File: config.mk
export PLATFORM = sky130hd
export DESIGN_NAME = priority_task_scheduler
export DESIGN_NICKNAME = d
export VERILOG_FILES = /design/src/hw/rtl/pts_pkg.sv /design/src/hw/rtl/pts_ctrl.sv /design/src/hw/rtl/pts_dpath.sv /design/src/hw/rtl/priority_task_scheduler.sv
export SDC_FILE = /design/constraint.sdc
export NUM_CORES = 2
export LEC_CHECK = 0
export BUFFER_PORTS_ARGS = -buffer_cell sky130_fd_sc_hd__buf_2
export CELL_PAD_IN_SITES_DETAIL_PLACEMENT = 1
export CELL_PAD_IN_SITES_GLOBAL_PLACEMENT = 2
export CORE_UTILIZATION = 40
export CTS_CLUSTER_DIAMETER = 150
export DETAILED_ROUTE_END_ITERATION = 12
export PLACE_DENSITY = 0.77
export SLEW_MARGIN = 40
export SYNTH_ARGS = -nofsm -noshare
export SYNTH_HDL_FRONTEND = slang
export SYNTH_SLANG_ARGS = --single-unit
File: constraint.sdc
create_clock -name clk_i -period 5.72 [get_ports clk_i]
set_input_delay 0.572 -clock clk_i [delete_from_list [all_inputs] [get_ports clk_i]]
set_output_delay 0.572 -clock clk_i [all_outputs]
set_load 0.05 [all_outputs]
File: src/hw/rtl/pts_pkg.sv
// pts_pkg: shared types and constants for the priority task scheduler
// no dependencies

package pts_pkg;

  localparam int TaskCount    = 16;
  localparam int PriorityBits = 4;
  localparam int SignalBits   = 32;

  typedef enum logic [2:0] {
    KIND_CREATE   = 3'd0,
    KIND_CANCEL   = 3'd1,
    KIND_SIGNAL   = 3'd2,
    KIND_WAIT     = 3'd3,
    KIND_YIELD    = 3'd4,
    KIND_EXIT     = 3'd5,
    KIND_DISPATCH = 3'd6
  } kind_e;

  typedef enum logic [2:0] {
    ST_DEAD    = 3'd0,
    ST_EXITED  = 3'd1,
    ST_WAITING = 3'd2,
    ST_READY   = 3'd3,
    ST_RUNNING = 3'd4
  } task_state_e;

  typedef enum logic [1:0] {
    STATUS_OK      = 2'd0,
    STATUS_BAD_ID  = 2'd1,
    STATUS_BAD_PRI = 2'd2,
    STATUS_IN_USE  = 2'd3
  } status_e;

  typedef enum logic [2:0] {
    CTL_IDLE,
    CTL_EXEC,
    CTL_SCAN,
    CTL_POP,
    CTL_OUT
  } ctl_state_e;

  localparam logic CFG_MOST  = 1'b0;
  localparam logic CFG_LEAST = 1'b1;

  // controller to datapath
  typedef struct packed {
    logic load;
    logic exec;
    logic scan_start;
    logic scan_step;
    logic pop;
    logic out_load;
  } pts_cmd_t;

  // datapath to controller
  typedef struct packed {
    logic need_dispatch;
    logic scan_hit;
    logic scan_done;
  } pts_status_t;

endpackage

File: src/hw/rtl/pts_ctrl.sv
// pts_ctrl: event sequencing state machine
// depends on pts_pkg

module pts_ctrl (
  input  logic                clk_i,
  input  logic                rst_ni,
  input  logic                in_fire_i,
  input  logic                out_busy_i,
  input  pts_pkg::pts_status_t sts_i,
  output pts_pkg::pts_cmd_t   cmd_o,
  output logic                idle_o
);

  pts_pkg::ctl_state_e state_q, state_d;

  always_ff @(posedge clk_i or negedge rst_ni) begin
    if (!rst_ni) begin
      state_q <= pts_pkg::CTL_IDLE;
    end else begin
      state_q <= state_d;
    end
  end

  always_comb begin
    state_d = state_q;
    case (state_q)
      pts_pkg::CTL_IDLE: if (in_fire_i) state_d = pts_pkg::CTL_EXEC;
      pts_pkg::CTL_EXEC: begin
        if (sts_i.need_dispatch) state_d = pts_pkg::CTL_SCAN;
        else state_d = pts_pkg::CTL_OUT;
      end
      pts_pkg::CTL_SCAN: begin
        if (sts_i.scan_hit) state_d = pts_pkg::CTL_POP;
        else if (sts_i.scan_done) state_d = pts_pkg::CTL_OUT;
      end
      pts_pkg::CTL_POP: state_d = pts_pkg::CTL_OUT;
      pts_pkg::CTL_OUT: if (!out_busy_i) state_d = pts_pkg::CTL_IDLE;
      default: state_d = pts_pkg::CTL_IDLE;
    endcase
  end

  always_comb begin
    cmd_o = '0;
    idle_o = 1'b0;
    case (state_q)
      pts_pkg::CTL_IDLE: begin
        idle_o = 1'b1;
        cmd_o.load = in_fire_i;
      end
      pts_pkg::CTL_EXEC: begin
        cmd_o.exec = 1'b1;
        cmd_o.scan_start = sts_i.need_dispatch;
      end
      pts_pkg::CTL_SCAN: cmd_o.scan_step = !sts_i.scan_hit;
      pts_pkg::CTL_POP: cmd_o.pop = 1'b1;
      pts_pkg::CTL_OUT: cmd_o.out_load = !out_busy_i;
      default: ;
    endcase
  end

endmodule

File: src/hw/rtl/pts_dpath.sv
// pts_dpath: task table, ready lists and result register
// depends on pts_pkg

module pts_dpath #(
  parameter int TASK_COUNT    = pts_pkg::TaskCount,
  parameter int PRIORITY_BITS = pts_pkg::PriorityBits,
  parameter int SIGNAL_BITS   = pts_pkg::SignalBits
) (
  input  logic                 clk_i,
  input  logic                 rst_ni,
  input  pts_pkg::pts_cmd_t    cmd_i,
  output pts_pkg::pts_status_t sts_o,
  input  logic [2:0]           kind_i,
  input  logic [3:0]           task_id_i,
  input  logic                 to_self_i,
  input  logic signed [3:0]    priority_req_i,
  input  logic [31:0]          signal_mask_i,
  input  logic [31:0]          clear_mask_i,
  input  logic                 wait_all_i,
  input  logic                 cfg_we_i,
  input  logic                 cfg_idx_i,
  input  logic [3:0]           cfg_data_i,
  output logic [1:0]           status_o,
  output logic                 switched_o,
  output logic                 next_valid_o,
  output logic [3:0]           next_task_o,
  output logic [31:0]          current_signals_o
);

  localparam int TW = (TASK_COUNT > 1) ? $clog2(TASK_COUNT) : 1;
  localparam int LISTS = 1 << PRIORITY_BITS;
  localparam int LW = PRIORITY_BITS;

  logic [2:0]             st_q   [TASK_COUNT];
  logic [LW-1:0]          pri_q  [TASK_COUNT];
  logic [SIGNAL_BITS-1:0] rcv_q  [TASK_COUNT];
  logic [SIGNAL_BITS-1:0] awt_q  [TASK_COUNT];
  logic                   all_q  [TASK_COUNT];
  logic [TW-1:0]          nxt_q  [TASK_COUNT];
  logic [TW-1:0]          prv_q  [TASK_COUNT];
  logic [TW-1:0]          head_q [LISTS];
  logic [TW-1:0]          tail_q [LISTS];
  logic [LISTS-1:0]       used_q;
  logic                   run_v_q;
  logic [TW-1:0]          run_q;
  logic signed [3:0]      most_q, least_q;

  logic [2:0]             kind_q;
  logic [3:0]             id_q;
  logic                   self_q;
  logic signed [3:0]      preq_q;
  logic [SIGNAL_BITS-1:0] sig_q, clr_q;
  logic                   wall_q;
  logic [1:0]             status_q;
  logic                   sw_q;
  logic [LW-1:0]          scan_q;
  logic [LW:0]            cnt_q;

  logic [1:0]  res_status_q;
  logic        res_sw_q, res_v_q;
  logic [3:0]  res_task_q;
  logic [31:0] res_sig_q;

  // target resolution
  logic          tgt_ok;
  logic [TW-1:0] tgt;
  always_comb begin
    if (self_q) begin
      tgt_ok = run_v_q;
      tgt = run_q;
    end else begin
      tgt_ok = ({28'd0, id_q} < 32'(TASK_COUNT));
      tgt = id_q[TW-1:0];
    end
  end

  logic [SIGNAL_BITS-1:0] sig_new, wrcv, g_sig, g_wt;
  logic                   met_sig, met_wait;
  logic [2:0]             tst;
  always_comb begin
    tst = st_q[tgt];
    sig_new = rcv_q[tgt] | sig_q;
    g_sig = sig_new & awt_q[tgt];
    met_sig = all_q[tgt] ? (g_sig == awt_q[tgt]) : (g_sig != '0);
    wrcv = rcv_q[run_q] & ~clr_q;
    g_wt = wrcv & sig_q;
    met_wait = wall_q ? (g_wt == sig_q) : (g_wt != '0);
  end

  logic need_d;
  always_comb begin
    need_d = 1'b0;
    case (pts_pkg::kind_e'(kind_q))
      pts_pkg::KIND_CANCEL: need_d = tgt_ok && (tst == pts_pkg::ST_RUNNING);
      pts_pkg::KIND_WAIT: need_d = run_v_q && !met_wait;
      pts_pkg::KIND_YIELD, pts_pkg::KIND_EXIT: need_d = run_v_q;
      pts_pkg::KIND_DISPATCH: need_d = !run_v_q;
      default: need_d = 1'b0;
    endcase
  end

  assign sts_o.need_dispatch = need_d;
  assign sts_o.scan_hit = used_q[scan_q];
  assign sts_o.scan_done = (cnt_q == (LW+1)'(1));

  logic [TW-1:0] pop_t;
  assign pop_t = head_q[scan_q];

  // list operations share one op each cycle
  logic          do_app, do_rem;
  logic [TW-1:0] op_t;
  always_comb begin
    do_app = 1'b0;
    do_rem = 1'b0;
    op_t = tgt;
    if (cmd_i.exec) begin
      case (pts_pkg::kind_e'(kind_q))
        pts_pkg::KIND_CREATE: begin
          op_t = id_q[TW-1:0];
          do_app = ({28'd0, id_q} < 32'(TASK_COUNT)) &&
                   !(preq_q < most_q || preq_q > least_q) &&
                   (st_q[id_q[TW-1:0]] == pts_pkg::ST_DEAD ||
                    st_q[id_q[TW-1:0]] == pts_pkg::ST_EXITED);
        end
        pts_pkg::KIND_CANCEL: do_rem = tgt_ok && (tst == pts_pkg::ST_READY);
        pts_pkg::KIND_SIGNAL: do_app = tgt_ok && (tst == pts_pkg::ST_WAITING) && met_sig;
        pts_pkg::KIND_YIELD: begin
          op_t = run_q;
          do_app = run_v_q;
        end
        default: ;
      endcase
    end else if (cmd_i.pop) begin
      op_t = pop_t;
      do_rem = 1'b1;
    end
  end

  logic [LW-1:0] app_pri, rem_pri;
  logic [LW-1:0] preq_u;
  assign preq_u = LW'(preq_q);
  assign app_pri = (pts_pkg::kind_e'(kind_q) == pts_pkg::KIND_CREATE && cmd_i.exec)
                   ? preq_u : pri_q[op_t];
  assign rem_pri = pri_q[op_t];

  always_ff @(posedge clk_i or negedge rst_ni) begin
    if (!rst_ni) begin
      for (int i = 0; i < TASK_COUNT; i++) begin
        st_q[i] <= pts_pkg::ST_DEAD;
        pri_q[i] <= '0;
        rcv_q[i] <= '0;
        awt_q[i] <= '0;
        all_q[i] <= 1'b0;
      end
      used_q <= '0;
      run_v_q <= 1'b0;
      run_q <= '0;
      most_q <= -4'sd8;
      least_q <= 4'sd7;
    end else begin
      if (cfg_we_i) begin
        if (cfg_idx_i == pts_pkg::CFG_MOST) most_q <= cfg_data_i;
        else least_q <= cfg_data_i;
      end
      if (cmd_i.exec) begin
        case (pts_pkg::kind_e'(kind_q))
          pts_pkg::KIND_CREATE: if (do_app) begin
            pri_q[op_t] <= preq_u;
            rcv_q[op_t] <= '0;
            awt_q[op_t] <= '0;
            all_q[op_t] <= 1'b0;
            st_q[op_t] <= pts_pkg::ST_READY;
          end
          pts_pkg::KIND_CANCEL: if (tgt_ok) begin
            st_q[tgt] <= pts_pkg::ST_DEAD;
            if (tst == pts_pkg::ST_RUNNING) run_v_q <= 1'b0;
          end
          pts_pkg::KIND_SIGNAL: if (tgt_ok) begin
            rcv_q[tgt] <= sig_new;
            if (do_app) st_q[tgt] <= pts_pkg::ST_READY;
          end
          pts_pkg::KIND_WAIT: if (run_v_q) begin
            awt_q[run_q] <= sig_q;
            all_q[run_q] <= wall_q;
            rcv_q[run_q] <= wrcv;
            if (!met_wait) begin
              st_q[run_q] <= pts_pkg::ST_WAITING;
              run_v_q <= 1'b0;
            end
          end
          pts_pkg::KIND_YIELD: if (run_v_q) begin
            st_q[run_q] <= pts_pkg::ST_READY;
            run_v_q <= 1'b0;
          end
          pts_pkg::KIND_EXIT: if (run_v_q) begin
            st_q[run_q] <= pts_pkg::ST_EXITED;
            run_v_q <= 1'b0;
          end
          default: ;
        endcase
      end
      if (cmd_i.pop) begin
        st_q[pop_t] <= pts_pkg::ST_RUNNING;
        run_q <= pop_t;
        run_v_q <= 1'b1;
      end
      if (do_app) begin
        used_q[app_pri] <= 1'b1;
      end else if (do_rem && used_q[rem_pri] && head_q[rem_pri] == op_t &&
                   tail_q[rem_pri] == op_t) begin
        used_q[rem_pri] <= 1'b0;
      end
    end
  end

  // links and list ends carry no reset
  always_ff @(posedge clk_i) begin
    if (do_app) begin
      if (!used_q[app_pri]) begin
        head_q[app_pri] <= op_t;
      end else begin
        nxt_q[tail_q[app_pri]] <= op_t;
        prv_q[op_t] <= tail_q[app_pri];
      end
      tail_q[app_pri] <= op_t;
    end else if (do_rem && used_q[rem_pri]) begin
      if (head_q[rem_pri] == op_t) begin
        if (tail_q[rem_pri] != op_t) head_q[rem_pri] <= nxt_q[op_t];
      end else if (tail_q[rem_pri] == op_t) begin
        tail_q[rem_pri] <= prv_q[op_t];
      end else begin
        nxt_q[prv_q[op_t]] <= nxt_q[op_t];
        prv_q[nxt_q[op_t]] <= prv_q[op_t];
      end
    end
  end

  // latched event, status flags and scan pointer
  always_ff @(posedge clk_i) begin
    if (cmd_i.load) begin
      kind_q <= kind_i;
      id_q <= task_id_i;
      self_q <= to_self_i;
      preq_q <= priority_req_i;
      sig_q <= SIGNAL_BITS'(signal_mask_i);
      clr_q <= SIGNAL_BITS'(clear_mask_i);
      wall_q <= wait_all_i;
    end
    if (cmd_i.exec) begin
      status_q <= pts_pkg::STATUS_OK;
      sw_q <= 1'b0;
      case (pts_pkg::kind_e'(kind_q))
        pts_pkg::KIND_CREATE: begin
          if (!({28'd0, id_q} < 32'(TASK_COUNT))) status_q <= pts_pkg::STATUS_BAD_ID;
          else if (preq_q < most_q || preq_q > least_q) status_q <= pts_pkg::STATUS_BAD_PRI;
          else if (!do_app) status_q <= pts_pkg::STATUS_IN_USE;
        end
        pts_pkg::KIND_CANCEL: begin
          if (!tgt_ok) status_q <= pts_pkg::STATUS_BAD_ID;
          sw_q <= need_d;
        end
        pts_pkg::KIND_SIGNAL: if (!tgt_ok) status_q <= pts_pkg::STATUS_BAD_ID;
        pts_pkg::KIND_WAIT: begin
          if (!run_v_q) status_q <= pts_pkg::STATUS_BAD_ID;
          sw_q <= need_d;
        end
        pts_pkg::KIND_YIELD, pts_pkg::KIND_EXIT: begin
          if (!run_v_q) status_q <= pts_pkg::STATUS_BAD_ID;
          sw_q <= run_v_q;
        end
        default: ;
      endcase
    end
    if (cmd_i.scan_start) begin
      scan_q <= LW'(LISTS >> 1);
      cnt_q <= (LW+1)'(LISTS);
    end else if (cmd_i.scan_step) begin
      scan_q <= scan_q + LW'(1);
      cnt_q <= cnt_q - (LW+1)'(1);
    end
  end

  logic [3:0]  out_task;
  logic [31:0] out_sig;
  always_comb begin
    out_task = run_v_q ? 4'(run_q) : 4'd0;
    out_sig = run_v_q ? 32'(rcv_q[run_q]) : 32'd0;
  end

  always_ff @(posedge clk_i) begin
    if (cmd_i.out_load) begin
      res_status_q <= status_q;
      res_sw_q <= sw_q;
      res_v_q <= run_v_q;
      res_task_q <= out_task;
      res_sig_q <= out_sig;
    end
  end

  assign status_o = res_status_q;
  assign switched_o = res_sw_q;
  assign next_valid_o = res_v_q;
  assign next_task_o = res_task_q;
  assign current_signals_o = res_sig_q;

endmodule

File: src/hw/rtl/priority_task_scheduler.sv
// priority_task_scheduler: top level of the hardware task scheduler
// depends on pts_pkg, pts_ctrl, pts_dpath
//
// channel  dir  handshake               payload
// s_axis   in   s_axis_tvalid/tready    event word
// m_axis   out  m_axis_tvalid/tready    result word
// cfg      in   cfg_we_i                priority range registers
//
// an event is latched, executed and passed to the output register; when a dispatch
// runs, a scan of the ready lists and, for a found task, a pop come in between.
// the result waits in an output register while the next event is taken; a new
// result is held back until the previous word is handed over.
// reset empties all ready lists and leaves the block idle.

module priority_task_scheduler #(
  parameter int TASK_COUNT    = pts_pkg::TaskCount,
  parameter int PRIORITY_BITS = pts_pkg::PriorityBits,
  parameter int SIGNAL_BITS   = pts_pkg::SignalBits
) (
  input  logic         clk_i,
  input  logic         rst_ni,
  input  logic         s_axis_tvalid,
  output logic         s_axis_tready,
  // task_id[3:0], to_self[4], priority_req[8:5], signal_mask[40:9],
  // clear_mask[72:41], wait_all[73], zero fill
  input  logic [79:0]  s_axis_tdata,
  // kind[2:0]
  input  logic [2:0]   s_axis_tuser,
  output logic         m_axis_tvalid,
  input  logic         m_axis_tready,
  // status[1:0], switched[2], next_valid[3], next_task[7:4],
  // current_signals[39:8]
  output logic [39:0]  m_axis_tdata,
  input  logic         cfg_we_i,
  input  logic         cfg_idx_i,
  input  logic [3:0]   cfg_data_i
);

  pts_pkg::pts_cmd_t    cmd;
  pts_pkg::pts_status_t sts;
  logic idle, in_fire, out_v_q;

  assign s_axis_tready = idle;
  assign in_fire = s_axis_tvalid && idle;

  always_ff @(posedge clk_i or negedge rst_ni) begin
    if (!rst_ni) begin
      out_v_q <= 1'b0;
    end else if (cmd.out_load) begin
      out_v_q <= 1'b1;
    end else if (m_axis_tready) begin
      out_v_q <= 1'b0;
    end
  end

  assign m_axis_tvalid = out_v_q;

  pts_ctrl u_ctrl (
    .clk_i      (clk_i),
    .rst_ni     (rst_ni),
    .in_fire_i  (in_fire),
    .out_busy_i (out_v_q && !m_axis_tready),
    .sts_i      (sts),
    .cmd_o      (cmd),
    .idle_o     (idle)
  );

  pts_dpath #(
    .TASK_COUNT    (TASK_COUNT),
    .PRIORITY_BITS (PRIORITY_BITS),
    .SIGNAL_BITS   (SIGNAL_BITS)
  ) u_dpath (
    .clk_i             (clk_i),
    .rst_ni            (rst_ni),
    .cmd_i             (cmd),
    .sts_o             (sts),
    .kind_i            (s_axis_tuser),
    .task_id_i         (s_axis_tdata[3:0]),
    .to_self_i         (s_axis_tdata[4]),
    .priority_req_i    (s_axis_tdata[8:5]),
    .signal_mask_i     (s_axis_tdata[40:9]),
    .clear_mask_i      (s_axis_tdata[72:41]),
    .wait_all_i        (s_axis_tdata[73]),
    .cfg_we_i          (cfg_we_i),
    .cfg_idx_i         (cfg_idx_i),
    .cfg_data_i        (cfg_data_i),
    .status_o          (m_axis_tdata[1:0]),
    .switched_o        (m_axis_tdata[2]),
    .next_valid_o      (m_axis_tdata[3]),
    .next_task_o       (m_axis_tdata[7:4]),
    .current_signals_o (m_axis_tdata[39:8])
  );

endmodule

==> metrics.txt <==
worst path arrival time=6560 ps; sequential area share after synthesis=44.6%; Hold EP=u_dpath.sig_q[1]; Crit-path slowest cell=a21oi_2; RD Place Congestion=0.949; min cycle time layout=5760 ps; failing checks=negative setup slack; area leader, netlist=dfrtp_1; Slew Limit Fails=0; PwrDens=536 nW/um^2; Slew HR=32.9%; critical path startpoint category=flop; yosys warns=0; Clock Skews=73.4 ps; crit-path cells=mux2_8 > buf_12 > buf_12 > buf_4 > mux4_2 > nand2_1 > nand3_1 > a21oi_2 > o22ai_1 > nor4_1 > nand4_1 > o211ai_2 > buf_4 > nor2b_4 > inv_2 > nor2_4 > nor4_4 > buf_12 > o21ai_4 > buf_12 > a22o_1; CP max FO=22; syn_area_per_cell=9.92 sq um; cell with the most instances after synthesis=nand2_1; ys async rst share=75.3%; area share of the largest cell type after synthesis=32.0%; Crit path max-delay family=buffers and inverters; r2r setup slk=-40 ps; Synth Cell Area=92400 sq um; Row Count=176; reg-to-reg critical path endpoint=u_dpath.rcv_q[253]; final period utilization=101%; worst slew pin tran=1010 ps; number of synthesized flops with an enable pin=376; Clk pwr share=21.8%; P&R area growth vs syn=17.6%; gr usage total=37.3%; delay of the slowest critical-path stage=590 ps; switching part of the total power=46.5%; DR WL/cell=35.3 um; die area=233000 sq um; reg2reg start=u_dpath.self_q; Int Power=31200 uW; initial antenna violation count=23; leakage power figure=0.0440 uW; grt ovf=0; number of global-route vias before repair=90274; NumNets Final=9510; share of cells above drive strength 1=20.0%; effective utilization at floorplan=40.2%; Die Wd=483 um; Worst Hold Class=in -> reg; Num CTS Buffers=187; placed cells=12139; H-tree depth=4; Clk Latency, worst-skew pair=910 ps; number of port buffers=128; largest net degree at the start of global routing=166; Net Count, Synth=9422; Cells on Worst Hold Path=1; pre-CTS setup slack=-566 ps; vias per inst=7.02; R2R depth=21; CP most frequent cell=buf_12; antenna-violating nets left=0; CTS clk-pin slew, worst paths=60 ps; max_cap viols=0; clk sinks=1574; DRT iter0 DRCs=11037; Core Footprint=230000 sq um; WP buf/inv=7; routed wire length=445 mm; Ports=135; Req. time, crit path=6520 ps; Tot Pwr=58300 uW; dominant synthesized flop cell=dfrtp_1; DRC=0; hold wc startpoint=s_axis_tdata[10]; die height=483 um; first-pass GRT wire length=639 mm; Max Fclk=174 MHz; drt pass-1 iters=6; Yosys reg bits=1574; register share of total power=26.6%; largest vdd supply drop=385 uV; Post-Route Setup TNS=-498 ps; NetSw=27100 uW; critical path endpoint category=flop; CTS tree=done; Clock Tree Root=clkbuf_16; Final Hold Vio Count=0; Logic pwr share=51.5%; Max Root-Sink Buffers=3; setup ws final=-43.0 ps; commonest cells in the netlist=nand2_1 (1491), dfrtp_1 (1181), a22o_1 (1053), a21oi_1 (802), clkbuf_1 (669); number of standard cells in the layout, taps in and fillers out=12605; Synth Instances=9319; dpl hpwl=275 mm; vias=88443; Final setup viols=31; ranking of synthesized cells by area=dfrtp_1 (32%), edfxtp_1 (12%), mux4_2 (11%), a22o_1 (10%), nand2_1 (6.1%); status=finished with violations; critical path depth=21; Crit Path Class=reg -> reg; synth unique cells=94
-- state kept, by name, summed over array words and instances, names as in the netlist, 5 cells and up, named ones only --
| signal | cells |
|---|---|
| u_dpath.nxt_q | 64 |
| u_dpath.head_q | 64 |
| u_dpath.st_q | 48 |
| u_dpath.all_q | 16 |
| u_dpath.cnt_q | 5 |
| u_dpath.awt_q | 512 |
| u_dpath.prv_q | 64 |
| u_dpath.used_q | 16 |
| u_dpath.current_signals_o | 32 |
| u_dpath.rcv_q | 512 |
| u_dpath.tail_q | 64 |
| u_dpath.clr_q | 32 |
| u_dpath.sig_q | 32 |
| u_dpath.pri_q | 64 |
-- worst reg2reg max path, delay by kind of cell, from the launching register on --
family / cells / cell delay, ps
buffers and inverters: 7 / 1560
AOI/OAI and AO/OA: 5 / 1390
and+or+nand+nor: 7 / 1280
muxes: 2 / 980
DFF: 1 / 470
-- layout make-up --
type	count	area, sq um
timing repair buffer	939	9490
inverter	74	278
fill	24742	121000
antenna	11	27.5
tap	3026	3790
multi-input combinational	6631	47500
clock buffer	253	5290
sequential	1574	41200
clock inverter	97	1150
-- through the flow --
step | instance area, sq um | utilization, % | hold WS [ps]
after global placement | 100000 | 43.5 | 477
after CTS | 108000 | 47.0 | 15.2
after global routing | 109000 | 47.3 | 17.4
after detailed placement | 101000 | 43.8 | 476
after floorplan | 92400 | - | 276
final | 109000 | 47.3 | 55.9
-- worst max path at each step --
stage,slack [ps],to,startpoint
2_1_floorplan,530,u_dpath.nxt_q[0][0],flop
3_3_place_gp,-610,u_dpath.tail_q[1][1],u_dpath.self_q
3_5_place_dp,-570,u_dpath.tail_q[0][2],u_dpath.self_q
4_1_cts,6,u_dpath.nxt_q[12][1],flop
5_1_grt,-40,u_dpath.head_q[9][3],flop
6_report,-40,u_dpath.rcv_q[253],u_dpath.self_q
-- cells by family (layout without fill, tap and decap cells) --
family / Yosys count / after routing / synth area share [%]
AOI/OAI and AO/OA: 3260 / 3260 / 24.5
other: 0 / 11 / 0
muxes: 656 / 656 / 13.3
DFF: 1574 / 1574 / 44.6
and+or+nand+nor: 2692 / 2692 / 12.2
xor gates and xnor gates: 13 / 13 / 0.123
adders and majority gates: 10 / 10 / 0.135
buffers and inverters: 1114 / 1363 / 5.16
-- metal layers --
metal,wire length [um],up-vias,share of wire (%),global-route usage (%)
li1,-,35368,-,-
met1,172000,46321,39,48.5
met2,199000,5445,45,56.8
met3,46600,1295,10,9.38
met4,28200,14,6.3,21.2
met5,103,-,0.023,0
-- power by group through the flow --
| stage | registers, uW | logic (uW) | clock network [uW] |
|---|---|---|---|
| after detailed placement | 15500 | 28500 | 0 |
| after floorplan | 14900 | 16200 | 0 |
| after global placement | 15500 | 27600 | 0 |
| after CTS | 15400 | 28800 | 12900 |
| after global routing | 15600 | 31000 | 13200 |
| final | 15500 | 30000 | 12700 |
-- what timing repair did --
action                     in CTS  in global routing
pin swaps                       2                 13
buffers inserted                3                  9
setup endpoints to repair    1063                995
hold endpoints to repair      189                  0
hold buffers                   78                  0
gates resized for setup        19                 55
cloned                          0                 11
-- cell usage in the layout (no fill, tap or decap), types with 72 or more instances in the layout --
cell type | netlist | routed
a21oi_1 | 802 | 773
a22o_1 | 1053 | 1052
buf_12 | 0 | 151
buf_2 | 155 | 128
buf_4 | 53 | 521
clkbuf_16 | 0 | 199
dfrtp_1 | 1181 | 1176
dlygate4sd3_1 | 0 | 78
edfxtp_1 | 376 | 376
inv_1 | 72 | 72
mux2_2 | 93 | 89
mux2i_1 | 112 | 104
mux4_2 | 449 | 449
nand2_1 | 1491 | 1455
nand3_1 | 150 | 147
nor2_1 | 653 | 628
nor3_1 | 101 | 87
o21ai_0 | 488 | 487
o221ai_1 | 265 | 265
o22ai_1 | 313 | 313
Note: power is estimated with default switching activity, not from simulation.
